**config.mk**
```make
export PLATFORM = sky130hd
export DESIGN_NAME = header_aware_bit_puncturer
export DESIGN_NICKNAME = d
export VERILOG_FILES = /design/src/sv/hap_pkg.sv /design/src/sv/hap_out_buf.sv /design/src/sv/header_aware_bit_puncturer.sv
export SDC_FILE = /design/constraint.sdc
export NUM_CORES = 1
export LEC_CHECK = 0
export BUFFER_PORTS_ARGS = -buffer_cell sky130_fd_sc_hd__buf_4
export CAP_MARGIN = 5
export CORE_MARGIN = 3
export CORE_UTILIZATION = 43
export DETAILED_ROUTE_END_ITERATION = 8
export PLACE_DENSITY = 0.76
export SLEW_MARGIN = 30
export SYNTH_ARGS = -nofsm -noshare
export SYNTH_HDL_FRONTEND = slang
export SYNTH_SLANG_ARGS = --single-unit
```
**constraint.sdc**
```tcl
create_clock -name clk -period 3.84 [get_ports clk]
set_clock_uncertainty 0.1 [all_clocks]
set_input_delay 0 -clock clk [delete_from_list [all_inputs] [get_ports clk]]
set_output_delay 0 -clock clk [all_outputs]
set_load 0.05 [all_outputs]
```
**src/sv/hap_pkg.sv**
```systemverilog
// ----------------------------------------------------------------------------
// hap_pkg
// Shared types and constants for the header aware bit puncturer.
// ----------------------------------------------------------------------------
package hap_pkg;

  localparam int GROUP_BITS = 2;
  localparam int COUNT_BITS = 16;

  localparam int MASK_W    = 64;
  localparam int POS_W     = 6;
  localparam int PUNC_W    = 6;
  localparam int PLAIN_W   = 7;
  localparam int SKIP_W    = 16;
  localparam int LEN_W     = 7;
  localparam int CFG_IDX_W = 8;

  localparam int MAX_RES = GROUP_BITS + 1;
  localparam int RES_IDX_W = (MAX_RES > 1) ? $clog2(MAX_RES) : 1;
  localparam int RES_CNT_W = $clog2(MAX_RES + 1);
  localparam int CMP_W = (COUNT_BITS > SKIP_W) ? COUNT_BITS : SKIP_W;

  localparam logic [CFG_IDX_W-1:0] REG_KEEP_MASK        = CFG_IDX_W'(0);
  localparam logic [CFG_IDX_W-1:0] REG_PUNCTURED_GROUPS = CFG_IDX_W'(1);
  localparam logic [CFG_IDX_W-1:0] REG_PLAIN_GROUPS     = CFG_IDX_W'(2);
  localparam logic [CFG_IDX_W-1:0] REG_SKIP_GROUPS      = CFG_IDX_W'(3);

  typedef struct packed {
    logic [GROUP_BITS-1:0] coded_bits;
    logic                  packet_end;
  } group_t;

  typedef struct packed {
    logic out_bit;
    logic end_mark;
    logic last_of_item;
  } kept_t;

  typedef struct packed {
    logic [RES_CNT_W-1:0] count;
    logic [MAX_RES-1:0]   bits;
    logic [MAX_RES-1:0]   marks;
  } bundle_t;

endpackage

```
**src/sv/hap_out_buf.sv**
```systemverilog
// ----------------------------------------------------------------------------
// hap_out_buf
// Holds one request's results; sends one per cycle while kept_ready is high.
// ----------------------------------------------------------------------------
module hap_out_buf (
  input  logic            clk,
  input  logic            rst,
  input  logic            load,
  input  hap_pkg::bundle_t load_bundle,
  output logic            can_load,
  output logic            kept_valid,
  input  logic            kept_ready,
  output hap_pkg::kept_t  kept
);
  import hap_pkg::*;

  bundle_t buf_q;
  logic    take;

  assign kept_valid        = (buf_q.count != '0);
  assign take              = kept_valid && kept_ready;
  assign can_load          = (buf_q.count == '0) ||
                             ((buf_q.count == RES_CNT_W'(1)) && kept_ready);
  assign kept.out_bit      = buf_q.bits[0];
  assign kept.end_mark     = buf_q.marks[0];
  assign kept.last_of_item = (buf_q.count == RES_CNT_W'(1));

  always_ff @(posedge clk) begin
    if (rst) begin
      buf_q.count <= '0;
    end else if (load) begin
      buf_q <= load_bundle;
    end else if (take) begin
      buf_q.count <= buf_q.count - RES_CNT_W'(1);
      buf_q.bits  <= buf_q.bits >> 1;
      buf_q.marks <= buf_q.marks >> 1;
    end
  end

endmodule

```
**src/sv/header_aware_bit_puncturer.sv**
```systemverilog
// ----------------------------------------------------------------------------
// header_aware_bit_puncturer
// Punctures coded bit groups after a header, holds one bit to mark block end.
// ----------------------------------------------------------------------------
//  channel  | handshake              | payload
//  group    | group_valid/ready      | group (coded_bits, packet_end)
//  kept     | kept_valid/ready       | kept (out_bit, end_mark, last_of_item)
//  cfg      | cfg_valid/ready        | cfg_index, cfg_data
//
//  A group is processed in the cycle it is taken; its 0 to GROUP_BITS+1
//  results drain from the result buffer at one per cycle while kept_ready
//  is high; the result port sets the rate.
//  The next group is taken in the cycle the last result leaves.
//  Reset clears mode, counters and hold; registers take their reset values.
//  A stalled kept port holds the buffer and stops new groups.
// ----------------------------------------------------------------------------
module header_aware_bit_puncturer (
  input  logic                      clk,
  input  logic                      rst,
  input  logic                      group_valid,
  output logic                      group_ready,
  input  hap_pkg::group_t           group,
  output logic                      kept_valid,
  input  logic                      kept_ready,
  output hap_pkg::kept_t            kept,
  input  logic                      cfg_valid,
  output logic                      cfg_ready,
  input  logic [hap_pkg::CFG_IDX_W-1:0] cfg_index,
  input  logic [hap_pkg::MASK_W-1:0]    cfg_data
);
  import hap_pkg::*;

  logic [MASK_W-1:0]     keep_mask;
  logic [PUNC_W-1:0]     punctured_groups;
  logic [PLAIN_W-1:0]    plain_groups;
  logic [SKIP_W-1:0]     skip_groups;

  logic                  puncturing;
  logic [COUNT_BITS-1:0] header_count;
  logic [POS_W-1:0]      group_index;
  logic                  end_seen;
  logic                  hold_valid;
  logic                  held_bit;

  logic                  puncturing_next;
  logic [COUNT_BITS-1:0] header_count_next;
  logic [POS_W-1:0]      group_index_next;
  logic                  end_seen_next;
  logic                  hold_valid_next;
  logic                  held_bit_next;

  bundle_t               bundle_next;
  logic                  can_load;
  logic                  fire;

  assign cfg_ready   = 1'b1;
  assign group_ready = can_load;
  assign fire        = group_valid && group_ready;

  always_ff @(posedge clk) begin
    if (rst) begin
      keep_mask        <= '1;
      punctured_groups <= PUNC_W'(1);
      plain_groups     <= PLAIN_W'(1);
      skip_groups      <= '0;
    end else if (cfg_valid) begin
      unique case (cfg_index)
        REG_KEEP_MASK:        keep_mask        <= cfg_data;
        REG_PUNCTURED_GROUPS: punctured_groups <= cfg_data[PUNC_W-1:0];
        REG_PLAIN_GROUPS:     plain_groups     <= cfg_data[PLAIN_W-1:0];
        REG_SKIP_GROUPS:      skip_groups      <= cfg_data[SKIP_W-1:0];
        default: ;
      endcase
    end
  end

  always_comb begin
    logic                 punct_now;
    logic                 h;
    logic                 hb;
    logic [RES_CNT_W-1:0] n;
    logic [POS_W-1:0]     pos;
    logic                 keep;
    logic [LEN_W-1:0]     len;
    logic [LEN_W-1:0]     gi1;
    punct_now = puncturing ||
                ((group_index == '0) &&
                 (CMP_W'(header_count) == CMP_W'(skip_groups)));
    h = hold_valid;
    hb = held_bit;
    n = '0;
    bundle_next = '0;
    for (int b = 0; b < GROUP_BITS; b++) begin
      pos  = POS_W'(int'(group_index) * GROUP_BITS + b);
      keep = !punct_now || keep_mask[pos];
      if (keep) begin
        if (h) begin
          bundle_next.bits[n[RES_IDX_W-1:0]] = hb;
          n = n + RES_CNT_W'(1);
        end
        hb = group.coded_bits[b];
        h  = 1'b1;
      end
    end
    header_count_next = (header_count == '1) ? header_count
                                             : header_count + COUNT_BITS'(1);
    end_seen_next   = end_seen || group.packet_end;
    puncturing_next = punct_now;
    len = punct_now ? LEN_W'(punctured_groups) : plain_groups;
    if (len == '0) begin
      len = LEN_W'(1);
    end else if (len > LEN_W'(64)) begin
      len = LEN_W'(64);
    end
    gi1 = LEN_W'(group_index) + LEN_W'(1);
    group_index_next = gi1[POS_W-1:0];
    if (gi1 >= len) begin
      group_index_next = '0;
      if (end_seen_next) begin
        if (h) begin
          bundle_next.bits[n[RES_IDX_W-1:0]]  = hb;
          bundle_next.marks[n[RES_IDX_W-1:0]] = 1'b1;
          n  = n + RES_CNT_W'(1);
          h  = 1'b0;
          hb = 1'b0;
        end
        puncturing_next   = 1'b0;
        header_count_next = '0;
        end_seen_next     = 1'b0;
      end
    end
    hold_valid_next   = h;
    held_bit_next     = hb;
    bundle_next.count = n;
  end

  always_ff @(posedge clk) begin
    if (rst) begin
      puncturing   <= 1'b0;
      header_count <= '0;
      group_index  <= '0;
      end_seen     <= 1'b0;
      hold_valid   <= 1'b0;
      held_bit     <= 1'b0;
    end else if (fire) begin
      puncturing   <= puncturing_next;
      header_count <= header_count_next;
      group_index  <= group_index_next;
      end_seen     <= end_seen_next;
      hold_valid   <= hold_valid_next;
      held_bit     <= held_bit_next;
    end
  end

  hap_out_buf u_out_buf (
    .clk         (clk),
    .rst         (rst),
    .load        (fire),
    .load_bundle (bundle_next),
    .can_load    (can_load),
    .kept_valid  (kept_valid),
    .kept_ready  (kept_ready),
    .kept        (kept)
  );

  a_hold_empty_clear: assert property (@(posedge clk) disable iff (rst)
    !hold_valid |-> !held_bit)
    else $error("held bit set with empty hold");

  a_mark_is_last: assert property (@(posedge clk) disable iff (rst)
    kept_valid && kept.end_mark |-> kept.last_of_item)
    else $error("end mark on a result that is not the last of its request");

  a_end_mid_block: assert property (@(posedge clk) disable iff (rst)
    end_seen |-> (group_index != '0))
    else $error("pending packet end at block start");

endmodule
```
### After elaboration in Yosys (flattened, before gate mapping)

Index checks and enable logic that the tools add are counted.

* logic and storage cells: 102
* bits of input ports: 80
* output and inout bits: 6
* register bits after elaboration: 127

* $lt $le $gt $ge: 8
* equal/unequal tests: 6
* mux-type cells: 45
* bitwise operators: 1
* $add $sub $neg: 6
* reductions and logical operators: 23

Operators with widths (number)
* 2-to-1 mux 16 bit: 3
* 2-to-1 mux 6 bit: 4
* 2-to-1 mux 7 bit: 3
* 2-to-1 mux 1 bit: 20
* adder 16 x 1 -> 16 bit, second input constant: 1
* equality test 16 bit: 1
* equality test 16 bit, second input constant: 1
* equality test 8 x 2 -> 1 bit, second input constant: 2
* 2-to-1 mux 8 bit: 2
* less-than comparator 6 x 7 -> 1 bit, second input constant: 2
* 2-to-1 mux 2 bit: 5
* AND reduction 2 bit: 5
* equality test 8 x 1 -> 1 bit, second input constant: 1
* zero test 8 bit: 1
* adder 6 x 1 -> 7 bit, second input constant: 1
* greater-or-equal comparator 7 bit: 1
* > comparator 7 bit, second input constant: 1
* zero test 7 bit: 1
* adder 6 x 1 -> 6 bit, second input constant: 1
* binary-select mux 1 bit (select 6 bit): 1
* bitwise mux 3 bit: 2
* logical AND 1 bit: 6
* zero test 6 bit: 1
* less-than comparator 2 x 3 -> 1 bit, second input constant: 2
* other kinds (12): 21

### Logic depth before layout (Yosys ltp)

* depth after elaboration: 18
* mapped depth: 18
* depth with buffers taken out: 16

### Modules after synthesis

From an unflattened synthesis, not the netlist that was laid out.

* cells, all modules: 640
* area, all modules: 6306.0 um^2

By module, submodules not included
* header_aware_bit_puncturer: area an instance 5889.4 um^2, seq. area each 2382.3 um^2, cells an instance 604, times used 1
* hap_out_buf: area an instance 416.6 um^2, seq. area each 220.2 um^2, cells an instance 36, times used 1

### Least setup slack after synthesis

No wires, ideal clock.

* kind: reg2reg
* from: reg group_index[0]
* to: reg u_out_buf.buf_q (netlist bit u_out_buf.kept[2]), data pin
* setup slack: 0.173 ns
* period minus slack after synthesis: 3.667 ns
* buffers on the path: 2
* stages on the path, launching flop included: 18
* data arrival time: 3.299 ns
* data required time: 3.472 ns
* library setup time: 0.268 ns
* cells stage by stage: dfxtp_1 buf_4 clkinv_1 ha_1 nand4_1 nor3_1 a21o_1 clkbuf_1 nor3b_1 a21oi_1 ha_1 a21o_1 a21oi_1 o211ai_1 o21a_1 o211a_1 nor2b_1 o31ai_2

* word-level cells in the longest chain between the ends: 18
* elaborated cells on any way between the ends: 45
* classes of those cells: 3 x add/sub; 6 x order compare; 27 x mux; 9 x reduce/logical

RTL lines
* start, declared: RTL line header_aware_bit_puncturer.sv:40 `logic [POS_W-1:0] group_index;`
* start signal, assigned: RTL line header_aware_bit_puncturer.sv:148 `group_index <= group_index_next;`
* parallel branches: the longest is 16 deep, another holds adder 6 x 1 -> 6 bit
* 2-to-1 mux 6 bit *: RTL line header_aware_bit_puncturer.sv:117 `if (gi1 >= len) begin`
* 2-to-1 mux 8 bit *: RTL line hap_out_buf.sv:31 `end else if (load) begin`
* end signal, assigned: RTL line hap_out_buf.sv:32 `buf_q <= load_bundle;`
* end, declared: RTL line hap_out_buf.sv:17 `bundle_t buf_q;`

Mark *: on every way between the ends. The select of a mux whose other input is x is not followed.
A chain may end at the register's enable or synchronous reset.

### Final worst setup path

Same ends and word-level chain as after synthesis.

==> impl_metrics.py <==
metrics = {
    "status": {
        "status": "completed",
    },
    "routing": {
        "wl_met2_mm": 7.958,
        "drcViolationCount": 0,
        "num_vias": 5460,
        "wl_met3_um": 845,
        "ant_nets": 0,
        "routed_wirelength_mm": 16.03,
        "drtPass1Iterations": 5,
        "first_iter_violations": 426,
        "viasPerCell": 5.515,
        "avgRoutedWirePerCell_um": 16.20,
        "highest_layer": "met4",
        "met1_length_mm": 6.931,
    },
    "synth": {
        "synth.area.top_cells": "dfxtp_1, a211o_1, nor2b_1, mux4_2, nand2_1",
        "yosys_warnings": 0,
        "synth_cell_types": 63,
        "ys_seq_area_share_pct": 41.13,
        "ys_ff_latch": 127,
        "synth_xor_area_share_pct": 4.291,
        "synth_compound_area_share_pct": 17.32,
        "avgSynthCellArea_um2": 9.558,
        "synth_top_family_by_area": "simple AND/OR/NAND/NOR gates",
        "synth_edf_count": 6,
        "async_reset_ff_share_pct": 0,
        "synth_area_um2": 6327,
        "synthMuxAreaShare_pct": 9.512,
        "synth_top_cell_area_share_pct": 38.28,
        "synth-simple-area-share_pct": 19.46,
        "syn-num-nets": 760,
        "synth.largest_area_cell": "dfxtp_1",
        "synth_fa_ha_area_share_pct": 3.678,
        "syn-instance-count": 662,
        "synth-main-ff-cell": "dfxtp_1",
    },
    "cts": {
        "numCtsBuffers": 17,
        "clk_latency_ns": 0.42,
        "h-tree-depth": 4,
        "path_clk_slew_ns": 0.05,
        "cts-root-buf": "clkbuf_16",
        "cts_tree": "yes",
        "clockBufferDepth": 2,
        "cts_sinks": 127,
        "cts_setup_buffers": 0,
    },
    "placement": {
        "numPortBuffers": 84,
        "hpwl_mm": 10.65,
        "place_area_um2": 7069,
        "routabilityCongestion": 0.9062,
        "place_ws_ns": 0.08196,
        "place_inst": 890,
    },
    "die": {
        "dieArea_um2": 16210,
        "pin_count": 86,
        "fp.dieH_um": 127.3,
        "die_w_um": 127.3,
        "initial_core_util_pct": 44.72,
        "fp-row-count": 43,
        "core-area_um2": 14150,
    },
    "cells_and_area": {
        "area_delta_synth_final_pct": 32.19,
        "final_util_pct": 59.11,
        "num_antenna_cells": 0,
        "final_cell_area_um2": 8364,
        "instances_no_fill": 990,
        "drive_gt1_share_pct": 19.63,
        "finalNetCount": 896,
    },
    "timing": {
        "tightest_slew_ns": 0.7010,
        "rsz0062_at_grt": "no",
        "drv_slew": 0,
        "whs_ns": 0.01488,
        "fin_crit_sh_pct": 93.09,
        "fin_setup_tns_ns": 0,
        "setup_viol": 0,
        "relSlewSlack_pct": 53.15,
        "min_period_ns": 3.575,
        "fin_ws_ns": 0.2655,
        "fmax_mhz": 279.8,
        "hold_viol_final": 0,
    },
    "global_routing": {
        "grt_max_degree": 129,
        "grt_usage_pct": 20.19,
        "grt_pass1_wl_mm": 26.58,
        "antenna_found_initial": 0,
        "grt_pass1_vias": 5490,
        "grt_overflow": 0,
    },
    "worst_setup_path": {
        "r2r-end": "u_out_buf.kept[2]",
        "cp-endpoint": "u_out_buf.kept[2]",
        "start_kind": "flip-flop",
        "reg2reg_from": "group_index[0]",
        "worstSetupPathType": "reg2reg",
        "rrSetupSlack_ns": 0.27,
        "crit_required_ns": 3.88,
        "crit_path_end_kind": "flip-flop",
        "startpoint": "group_index[0]",
        "path_max_fanout": 7,
        "critPathArrivalTime_ns": 3.61,
        "r2r_cells": 13,
    },
    "power": {
        "vdd_drop_max_v": 0.0003128,
        "cellPowerDensity_nw_per_um2": 407.9,
        "leakagePower_nw": 3.106,
        "power_mw": 3.412,
    },
    "hold_path": {
        "hold_class": "in2reg",
    },
    "run": {
        "cap_violations": 0,
    },
}
## routing by layer
layer | vias to the layer above | track usage (%)
met2 | 205 | 34.34
met5 | - | 0
met4 | 0 | 6.751
li1 | 2631 | -
met1 | 2599 | 25.26
met3 | 25 | 4.682
## Yosys cell counts (all sizes together) (2+ instances only)
library cell,count
o21ai,12
nor2b,67
and3,5
nand4,12
o31a,2
nor4b,2
nor4,3
nand2b,2
clkbuf,24
edfxtp,6
nor3,6
o31ai,2
inv,11
buf,24
dfxtp,121
mux4,15
o211ai,2
xor2,14
a21oi,36
and2,4
a211oi,6
nand2,61
a211o,67
mux2i,14
and4,2
xnor2,17
nand3,15
a31oi,3
o22ai,2
a21o,4
nand3b,3
nor2,47
a32oi,2
a22oi,2
or2,2
mux2,9
ha,17
nor3b,6
clkinv,2
## cells in the final DEF (no fill, tap or decap), drive strengths merged, types with 3 or more instances in the layout
| master | Yosys | layout |
|---|---|---|
| dfxtp | 121 | 121 |
| buf | 24 | 96 |
| dlygate4sd3 | 0 | 69 |
| a211o | 67 | 67 |
| nor2b | 67 | 67 |
| nand2 | 61 | 61 |
| nor2 | 47 | 47 |
| a21oi | 36 | 36 |
| clkbuf | 24 | 26 |
| xnor2 | 17 | 17 |
| ha | 17 | 17 |
| nand3 | 15 | 15 |
| mux4 | 15 | 15 |
| xor2 | 14 | 14 |
| mux2i | 14 | 14 |
| nand4 | 12 | 12 |
| o21ai | 12 | 12 |
| inv | 11 | 11 |
| mux2 | 9 | 9 |
| edfxtp | 6 | 6 |
| nor3b | 6 | 6 |
| nor3 | 6 | 6 |
| a211oi | 6 | 6 |
| and3 | 5 | 5 |
| clkinv | 2 | 5 |
| and2 | 4 | 4 |
| a21o | 4 | 4 |
| a31oi | 3 | 3 |
| nand3b | 3 | 3 |
| nor4 | 3 | 3 |
## power breakdown
part / switching (mW) / total, mW / internal [mW]
Combinational: 0.261 / 0.465 / 0.204
Sequential: 0.0191 / 1.38 / 1.36
Clock: 0.562 / 1.57 / 1.01
Total: 0.841 / 3.41 / 2.57
## repair_timing
action / CTS / global route
hold buffers: 69 / 0
gates resized for setup: 0 / 10
setup endpoints to repair: 0 / 22
endpoints found under the hold margin: 104 / 0
## worst max-delay path, cell delays in order, from the launching register on
cell	delay, ns
dfxtp_2	0.44
buf_4	0.19
mux4_2	0.49
mux2_2	0.28
o22ai_1	0.14
a41o_1	0.21
nand2_1	0.16
inv_1	0.17
ha_1	0.23
nor2_1	0.05
o21ai_0	0.11
mux2_2	0.39
a211oi_2	0.25
o31ai_2	0.09
## logic make-up after synthesis
kind of cell             Yosys count
XOR/XNOR                          31
flip-flops                       127
multiplexers                      38
adder cells (fa/ha/maj)           18
buffers and inverters             61
other                              1
AND/OR/NAND/NOR                  239
AO/OA/AOI/OAI                    147
## worst min-delay path by stage
| stage | startpoint | to | slack (ns) | cells after the start |
|---|---|---|---|---|
| after floorplan | cfg_data[11] | keep_mask[11] | 0.02 | 1 |
| after global routing | group_valid | u_out_buf.buf_q[6] | 0.05 | 5 |
| after detailed placement | cfg_data[31] | keep_mask[31] | 0.11 | 2 |
| final | group_valid | u_out_buf.buf_q[6] | 0.01 | 5 |
| after CTS | group_valid | u_out_buf.buf_q[6] | 0.001 | 5 |
| after global placement | cfg_data[27] | keep_mask[27] | 0.10 | 2 |
## flip-flops by register name, indices dropped and copies added, names as in the netlist
name and count:
keep_mask 64, header_count 16, skip_groups 16, plain_groups 7, group_index 6, punctured_groups 6, u_out_buf.buf_q 6, u_out_buf.kept 2
end_seen 1, held_bit 1, hold_valid 1, puncturing 1
## layout make-up
type | count | area, µm²
clock inverters | 5 | 78.83
well taps | 180 | 225.2
fillers | 1121 | 5786
multi-input cells | 474 | 3475
flip-flops and latches | 127 | 2605
inverters | 13 | 53.80
clock buffers | 26 | 490.5
repair buffers | 165 | 1436
Power figures use the tool's default switching activity.
